File: src/hw/rtl/wma_pkg.sv
// ----------------------------------------------------------------------------
// wma_pkg
// Shared widths, reset values, state encoding and controller/datapath
// command and status structures for the weighted moving average block.
// ----------------------------------------------------------------------------
package wma_pkg;

  localparam int PRICE_W        = 32;   // price and average field width
  localparam int WIN_FIELD_W    = 9;    // window_used field width
  localparam int PERIOD_W       = 9;    // period register width
  localparam int PERIOD_RESET   = 20;
  localparam int MAX_PERIOD_DEF = 256;

  typedef enum logic [2:0] {
    ST_IDLE,
    ST_FETCH,
    ST_MUL,
    ST_ACC,
    ST_ABS,
    ST_NUM,
    ST_DIV,
    ST_OUT
  } wma_state_t;

  typedef struct packed {
    logic load;       // latch an accepted transaction
    logic fetch;      // pick window size, read the oldest sample
    logic mul;        // form weight product and divisor
    logic acc;        // update running totals and the sample ring
    logic take_abs;   // split the weighted total into sign and magnitude
    logic num;        // build the rounded numerator, start the divider
    logic div_step;   // one restoring division step
    logic publish;    // load the result register
  } wma_cmd_t;

  typedef struct packed {
    logic div_last;   // the current division step is the final one
    logic out_free;   // the result register can take a new result
  } wma_status_t;

endpackage

File: src/hw/rtl/wma_ctrl.sv
// ----------------------------------------------------------------------------
// wma_ctrl
// Sequencer that walks one price bar through update, rounding setup,
// serial division and result hand-off.
// ----------------------------------------------------------------------------
module wma_ctrl (
  input  logic                 clk,
  input  logic                 rst,
  input  logic                 in_valid,
  output logic                 in_ready,
  input  wma_pkg::wma_status_t status,
  output wma_pkg::wma_cmd_t    cmd
);

  wma_pkg::wma_state_t state;
  wma_pkg::wma_state_t state_next;

  always_ff @(posedge clk) begin
    if (rst) begin
      state <= wma_pkg::ST_IDLE;
    end else begin
      state <= state_next;
    end
  end

  always_comb begin
    state_next = state;
    unique case (state)
      wma_pkg::ST_IDLE:  if (in_valid) state_next = wma_pkg::ST_FETCH;
      wma_pkg::ST_FETCH: state_next = wma_pkg::ST_MUL;
      wma_pkg::ST_MUL:   state_next = wma_pkg::ST_ACC;
      wma_pkg::ST_ACC:   state_next = wma_pkg::ST_ABS;
      wma_pkg::ST_ABS:   state_next = wma_pkg::ST_NUM;
      wma_pkg::ST_NUM:   state_next = wma_pkg::ST_DIV;
      wma_pkg::ST_DIV:   if (status.div_last) state_next = wma_pkg::ST_OUT;
      wma_pkg::ST_OUT:   if (status.out_free) state_next = wma_pkg::ST_IDLE;
      default:           state_next = wma_pkg::ST_IDLE;
    endcase
  end

  always_comb begin
    cmd          = '0;
    in_ready     = 1'b0;
    unique case (state)
      wma_pkg::ST_IDLE: begin
        in_ready = 1'b1;
        cmd.load = in_valid;
      end
      wma_pkg::ST_FETCH: cmd.fetch    = 1'b1;
      wma_pkg::ST_MUL:   cmd.mul      = 1'b1;
      wma_pkg::ST_ACC:   cmd.acc      = 1'b1;
      wma_pkg::ST_ABS:   cmd.take_abs = 1'b1;
      wma_pkg::ST_NUM:   cmd.num      = 1'b1;
      wma_pkg::ST_DIV:   cmd.div_step = 1'b1;
      wma_pkg::ST_OUT:   cmd.publish  = status.out_free;
      default: ;
    endcase
  end

endmodule

File: config.mk
export PLATFORM = sky130hd
export DESIGN_NAME = wma_ctrl
export DESIGN_NICKNAME = d
export VERILOG_FILES = /design/src/hw/rtl/wma_pkg.sv /design/src/hw/rtl/wma_ctrl.sv
export SDC_FILE = /design/constraint.sdc
export NUM_CORES = 1
export LEC_CHECK = 0
export BUFFER_PORTS_ARGS = -buffer_cell sky130_fd_sc_hd__buf_2
export CAP_MARGIN = 20
export CORE_AREA = 2 2 39 41
export DETAILED_ROUTE_END_ITERATION = 7
export DIE_AREA = 0 0 41 43
export PLACE_DENSITY = 0.36
export SYNTH_ARGS = -nofsm -noshare
export SYNTH_HDL_FRONTEND = slang
export SYNTH_SLANG_ARGS = --single-unit
File: constraint.sdc
create_clock -name clk -period 1.5 [get_ports clk]
set_input_delay 0.15 -clock clk [delete_from_list [all_inputs] [get_ports clk]]
set_output_delay 0.15 -clock clk [all_outputs]
set_load 0.03 [all_outputs]
Word level (Yosys, flattened, before mapping):

Index checks and enable logic that the tools add are counted.

* word-level logic and storage cells: 26
* bits in registers: 3
* input port bits: 5
* output and inout bits: 9

* eq/ne operators: 10
* muxes and demuxes: 13
* reduce and logical (&&, ||, !) cells: 2

Operators by type and width (number)
* case mux 3 bit (8 select lines): 1
* == test 3 bit, second input constant: 4
* 2-to-1 mux 1 bit: 9
* 2-to-1 mux 3 bit: 3
* == test 3 x 2 -> 1 bit, second input constant: 2
* inequality test 2 bit, second input constant: 3
* == test 3 x 1 -> 1 bit, second input constant: 1
* logical NOT 3 bit: 1
* AND reduction 3 bit: 1

Logic depth before layout (Yosys ltp):

Gate-level depths: netlist of the first run.

* word-level depth: 3
* depth in mapped cells: 4
* gate-level depth less buffers: 3

Worst setup path before layout of the first run:

No wires, ideal clock.

* path kind: reg-to-output
* start: register state[0]
* end: output cmd[7] (netlist name)
* slack: -222 ps
* path buffers: 1
* cell stages (with the launch flop): 4
* required time: 1350 ps
* arrival: 1572 ps
* cell sequence: dfxtp_1 -> buf_4 -> nor3_1 -> and2_1

RTL lines
* start: declaration: line wma_ctrl.sv:15 `wma_pkg::wma_state_t state;`
* start signal: assignment: line wma_ctrl.sv:20 `state <= wma_pkg::ST_IDLE;`
* start signal: assignment: line wma_ctrl.sv:22 `state <= state_next;`
* end: declaration: line wma_ctrl.sv:12 `output wma_pkg::wma_cmd_t cmd`

==> key figures, run 1 <==
Synth
  • Post-Syn Instances: 27
  • Mapped cell area: 224.0 sq um
  • Synth area leader: dfxtp_1
  • Syn. warnings: 0
  • Post-synth top area share: 26.82%
  • Syn Nets: 32
  • Netlist cell types: 16
  • Synth Area per Inst: 8.295 sq um
  • Ranking of synthesized cells by area: dfxtp_1 27%, a2111oi_4 12%, nor2_1 6.7%, nor3b_1 6.7%, and2_1 5.6%
  • Synth Register Bits: 3
  • Sequential fraction of the synthesis area: 26.82%

Placement
  • Post-detail-place hpwl: 415.9 um
  • Buffers on Ports: 13
  • Placed insts: 53
  • Routability cong.: 0.6214

Clock network
  • # clock sinks: 3
  • Inserted Clock Buffers: 3
  • Clk buf depth: 2
  • Cts hold-fix bufs: 0
  • # Post-CTS Setup Buffers: 0
  • CTS tree: yes
  • Clk pin slew, worst setup/hold paths: 0.04 ns
  • Clock latency on the worst-skew pair: 0.23 ns
  • Post-CTS sizing: 0
  • H-tree levels: 1
  • CTS root buffer: clkbuf_4

Detailed routing
  • First-pass detailed-route iteration total: 2
  • Post-route ant nets: 0
  • DRC: 0
  • Drt total wl: 537 um
  • Vias per inst: 4.053
  • Iteration-0 DRC Markers: 3
  • Drt wl/cell: 9.421 um
  • Via Count: 231

Layout
  • Nets: 47
  • Top flop regs: state x3
  • P&R area growth vs syn: 44.13%
  • Layout cells sized above 1: 46.34%
  • Number of fill cells: 165
  • Post-route insts no fill: 57
  • Largest register FFs: 3
  • Most frequent cells in the layout: 13 x buf_2, 4 x nor2_1, 3 x clkbuf_4, 3 x dfxtp_1
  • Largest reg by FF count: state
  • # diodes: 0
  • Most common cell after layout, fill and taps aside: buf_2

Floorplan
  • Initial core utilization: 16.18%
  • Die Wd: 41 um
  • Row count: 14
  • Core footprint: 0.001384 sq mm
  • Number of I/O pins: 14
  • Die area: 0.001763 sq mm
  • Die Y: 43 um

Min path
  • Worst Hold Class: in -> reg
  • WHS Endpoint: state[0]$_SDFFE_PP0P_
  • HP Start: rst
  • Hold Path Depth: 2

STA
  • Final hold violations: 0
  • FMAX: 733.0 MHz
  • Post-layout min period: 1.364 ns
  • Final setup violation count: 0
  • Fin. max-slew vios: 0
  • Layout Skew: 0.002836 ns
  • Crit share post-route: 90.95%
  • Relative slew slack: 76.68%
  • Setup TNS: 0 ns
  • RSZ-0062 raised after global routing: false
  • Worst slew pin tran: 0.3493 ns

Job
  • Max_cap viols: 0

Power
  • Peak supply drop: 0.6332 mV
  • Leak: 0.1590 nW
  • Power Density: 1103 mW/mm^2
  • Pwr Total: 0.3559 mW

Critical path
  • Setup crit start: state[2]$_SDFFE_PP0P_
  • Worst R2R End: state[0]$_SDFFE_PP0P_
  • Crit path launch type: flip-flop
  • CP Cell Sequence: and3b_4, buf_2
  • R2r startpoint: state[0]$_SDFFE_PP0P_
  • Critical path arrival: 1.21 ns
  • Highest-delay cell along the critical path: dfxtp_1
  • Buffers & Inverters on Critical Path: 1
  • Delay-heaviest family, CP: flip-flops
  • Reg-to-reg slack, setup: 0.35 ns
  • Peak fanout along the critical path: 11
  • Critical path's largest stage delay: 0.52 ns
  • Critical path type: reg -> out
  • R2R depth: 2
  • Worst Path Required: 1.35 ns
  • CP Capture Type: output pin

Global route
  • Overall routing resource usage: 7.121%
  • First-pass GRT wire length: 807 um
  • Initial antenna violation count: 0
  • Largest net degree at the start of global routing: 12
  • GR Overflow Total: 0
  • Vias in the first global route: 190

Outcome
  • Status: completed
-- stage by stage --
stage / setup WS, ns / hold WS (ns) / utilization [%] / area (sq um)
2_1_floorplan: 0.06769 / 0.2143 / - / 229.0
3_3_place_gp: 0.3560 / 0.3722 / 21.43 / 296.5
3_5_place_dp: 0.3497 / 0.3755 / 21.43 / 296.5
4_1_cts: 0.1178 / 0.1307 / 23.33 / 322.8
5_1_grt: 0.05078 / 0.1366 / 23.33 / 322.8
6_report: 0.1357 / 0.1400 / 23.33 / 322.8
-- kinds of logic after synthesis --
logic type / Yosys count / share of synthesized area, %
AOI/OAI and AO/OA: 5 / 25.70
buffers and inverters: 5 / 11.18
DFF: 3 / 26.82
and+or+nand+nor: 14 / 36.31
-- report_power, final --
group | switching [mW] | internal [mW]
Clock | 0.0381 | 0.0994
Sequential | 0.0190 | 0.0883
Combinational | 0.0678 | 0.0434
-- synthesized netlist by cell type (all sizes together) --
| cell type | number |
|---|---|
| nand2 | 2 |
| and3b | 2 |
| inv | 2 |
| a21boi | 1 |
| nor3 | 2 |
| a21oi | 1 |
| a211oi | 1 |
| nor2 | 4 |
| nor3b | 2 |
| dfxtp | 3 |
| buf | 3 |
| a2111oi | 1 |
| and2 | 2 |
| o21ba | 1 |
-- how the worst max path moves through the flow --
stage / end / slack, ns / cells past startpoint
after floorplan: cmd[7] / 0.07 / 3
after detailed placement: state[0]$_SDFFE_PP0P_ / 0.35 / 2
after global placement: state[0]$_SDFFE_PP0P_ / 0.36 / 2
final: cmd[1] / 0.14 / 2
after global routing: cmd[0] / 0.05 / 3
after CTS: cmd[1] / 0.12 / 2
-- cell type report --
class | instances | area, sq um | share of cell area, %
multi-input combinational | 19 | 143.9 | 44.57
clock buffer | 4 | 26.28 | 8.140
sequential | 3 | 60.06 | 18.60
timing repair buffer | 13 | 65.06 | 20.16
tap | 16 | 20.02 | 6.202
inverter | 2 | 7.507 | 2.326
-- routing by layer --
layer	vias up	part of all wire (%)	global-route usage [%]
met1	104	45	8.654
met5	-	0	0
li1	118	-	-
met4	0	0	2.000
met2	9	47	9.063
met3	0	8.4	6.283
Note: power is estimated with default switching activity, not from simulation.
==> inputs of run 2 (changes only) <==
--- a/config.mk
+++ b/config.mk
@@ -11,6 +11,7 @@
 export DETAILED_ROUTE_END_ITERATION = 7
 export DIE_AREA = 0 0 41 43
 export PLACE_DENSITY = 0.36
+export SETUP_SLACK_MARGIN = 0.4
 export SYNTH_ARGS = -nofsm -noshare
 export SYNTH_HDL_FRONTEND = slang
 export SYNTH_SLANG_ARGS = --single-unit
==> key figures, run 2 (synthesized netlist as in run 1, its figures left out) <==
Outcome
  • Status: completed

Detailed routing
  • Drt wl/cell: 10.38 um (+10%)
  • Iteration-0 DRC Markers: 2 (-1)
  • DRC: 0 (unchanged)
  • Drt total wl: 623 um (+16%)
  • Vias per inst: 4.133 (+2.0%)
  • First-pass detailed-route iteration total: 2 (unchanged)
  • Via Count: 248 (+7.4%)
  • Post-route ant nets: 0 (unchanged)

Clock network
  • CTS tree: yes
  • # clock sinks: 3 (unchanged)
  • CTS root buffer: clkbuf_4
  • Inserted Clock Buffers: 3 (unchanged)
  • Clk buf depth: 2 (unchanged)
  • Clk pin slew, worst setup/hold paths: 0.04 ns (about the same)
  • Cts hold-fix bufs: 0 (unchanged)
  • H-tree levels: 1 (unchanged)
  • Clock latency on the worst-skew pair: 0.23 ns (about the same)

Layout
  • Top flop regs: state x3
  • Most frequent cells in the layout: 7 x buf_4, 5 x buf_2, 4 x buf_6
  • Nets: 50 (+6.4%)
  • # diodes: 0 (unchanged)
  • Layout cells sized above 1: 68.18% (+22 points)
  • Most common cell after layout, fill and taps aside: buf_4
  • P&R area growth vs syn: 85.47%
  • Largest register FFs: 3 (unchanged)
  • Post-route insts no fill: 60 (+5.3%)
  • Largest reg by FF count: state
  • Number of fill cells: 158 (-4.2%)

Global route
  • Vias in the first global route: 250 (+32%)
  • Largest net degree at the start of global routing: 12 (unchanged)
  • Initial antenna violation count: 0 (unchanged)
  • First-pass GRT wire length: 979 um (+21%)
  • Overall routing resource usage: 8.434% (+1.3 points)
  • GR Overflow Total: 0 (unchanged)

STA
  • Layout Skew: 0.005384 ns (+0.002548 ns)
  • Relative slew slack: 77.91% (+1.2 points)
  • Crit share post-route: 80.97% (-10 points)
  • Setup TNS: 0 ns (unchanged)
  • Fin. max-slew vios: 0 (unchanged)
  • RSZ-0062 raised after global routing: true
  • Worst slew pin tran: 0.3306 ns (-0.01868 ns)
  • FMAX: 823.3 MHz (+12%)
  • Final hold violations: 0 (unchanged)
  • Final setup violation count: 0 (unchanged)
  • Post-layout min period: 1.215 ns (-0.1497 ns)

Power
  • Power Density: 965.1 mW/mm^2 (-12%)
  • Leak: 0.1927 nW (+21%)
  • Peak supply drop: 0.2150 mV (-66%)

Placement
  • Placed insts: 53 (unchanged)
  • Routability cong.: 0.6431 (+3.5%)
  • Buffers on Ports: 13 (unchanged)
  • Post-detail-place hpwl: 417.8 um (+0.46%)

Critical path
  • Critical path arrival: 1.06 ns (-0.15 ns)
  • Peak fanout along the critical path: 6 (-5)
  • Reg-to-reg slack, setup: 0.34 ns (about the same)
  • Highest-delay cell along the critical path: dfxtp_4
  • Delay-heaviest family, CP: flip-flops
  • CP Capture Type: output pin
  • Crit path launch type: flip-flop
  • CP Cell Sequence: buf_6, and3b_4, buf_6
  • Worst Path Required: 1.35 ns (about the same)
  • Critical path's largest stage delay: 0.39 ns (-0.13 ns)
  • Buffers & Inverters on Critical Path: 2 (+1)
  • Worst path most repeated cell: buf_6
  • Critical path type: reg -> out

Floorplan
  • Die area: 0.001763 sq mm (unchanged)
  • Number of I/O pins: 14 (unchanged)
  • Die Wd: 41 um (unchanged)
  • Initial core utilization: 16.18% (unchanged)
  • Die Y: 43 um (unchanged)
  • Row count: 14 (unchanged)
  • Core footprint: 0.001384 sq mm (unchanged)

Min path
  • Worst Hold Class: in -> reg

Job
  • Max_cap viols: 0 (unchanged)
run 2: cell count changes in the layout (fill, tap and decap cells not counted), moves of 2 or more:
cell,change
buf_2,-8
buf_4,+7
buf_6,+4
dfxtp_1,-3
dfxtp_4,+3
nor2_1,-2
nor2_2,+2
nor3b_1,-2
nor3b_2,+2
run 2: report_power, final:
part / switching (mW) / internal (mW) / total, mW
clock network: 0.0421 / 0.0997 / 0.142
logic: 0.0760 / 0.0719 / 0.148
registers: 0.0222 / 0.0890 / 0.111
run 2: area by class of cell:
| cell class | count | area, sq um | share of cell area, % |
|---|---|---|---|
| Multi-Input combinational cell | 19 | 167.7 | 40.36 |
| Timing Repair Buffer | 16 | 122.6 | 29.52 |
| Sequential cell | 3 | 71.32 | 17.17 |
| Clock buffer | 4 | 26.28 | 6.325 |
| Tap cell | 16 | 20.02 | 4.819 |
| Inverter | 2 | 7.507 | 1.807 |
run 2: timing repair:
| item | CTS | global route |
|---|---|---|
| setup buffers | 1 | 2 |
| pin swaps | 0 | 2 |
| gates resized for setup | 16 | 6 |
| endpoints found under the hold margin | 0 | 0 |
| endpoints found under the setup margin | 11 | 10 |
run 2: per-layer routing:
metal,global-route usage (%),up-vias,wire length [um],part of all wire (%)
met5,0,-,0,0
met4,8.000,0,0,0
met3,2.094,0,18,2.9
met2,11.25,7,337,54
met1,10.29,116,267,43
li1,-,125,-,-
run 2: final timing paths:
path                                             from               endpoint  cells after the start
worst max-delay path            state[1]$_SDFFE_PP0P_                 cmd[1]                      3
worst min-delay path                              rst  state[0]$_SDFFE_PP0P_                      2
worst max register to register  state[1]$_SDFFE_PP0P_  state[0]$_SDFFE_PP0P_                      4
worst min register to register  state[1]$_SDFFE_PP0P_  state[1]$_SDFFE_PP0P_                      2
run 2: stage by stage:
| stage | cell area (sq um) | util [%] | power [mW] | hold WS, ns | worst slack, ns |
|---|---|---|---|---|---|
| after detailed placement | 315.3 | 22.78 | 0.2325 | 0.3708 | 0.2753 |
| after floorplan | 247.7 | - | 0.2057 | 0.2143 | 0.2062 |
| after CTS | 387.9 | 28.03 | 0.3932 | 0.1112 | 0.2737 |
| final | 415.4 | 30.02 | 0.4009 | 0.1161 | 0.2854 |
| after global routing | 415.4 | 30.02 | 0.4288 | 0.1193 | 0.2368 |
| after global placement | 315.3 | 22.78 | 0.2309 | 0.3759 | 0.3127 |
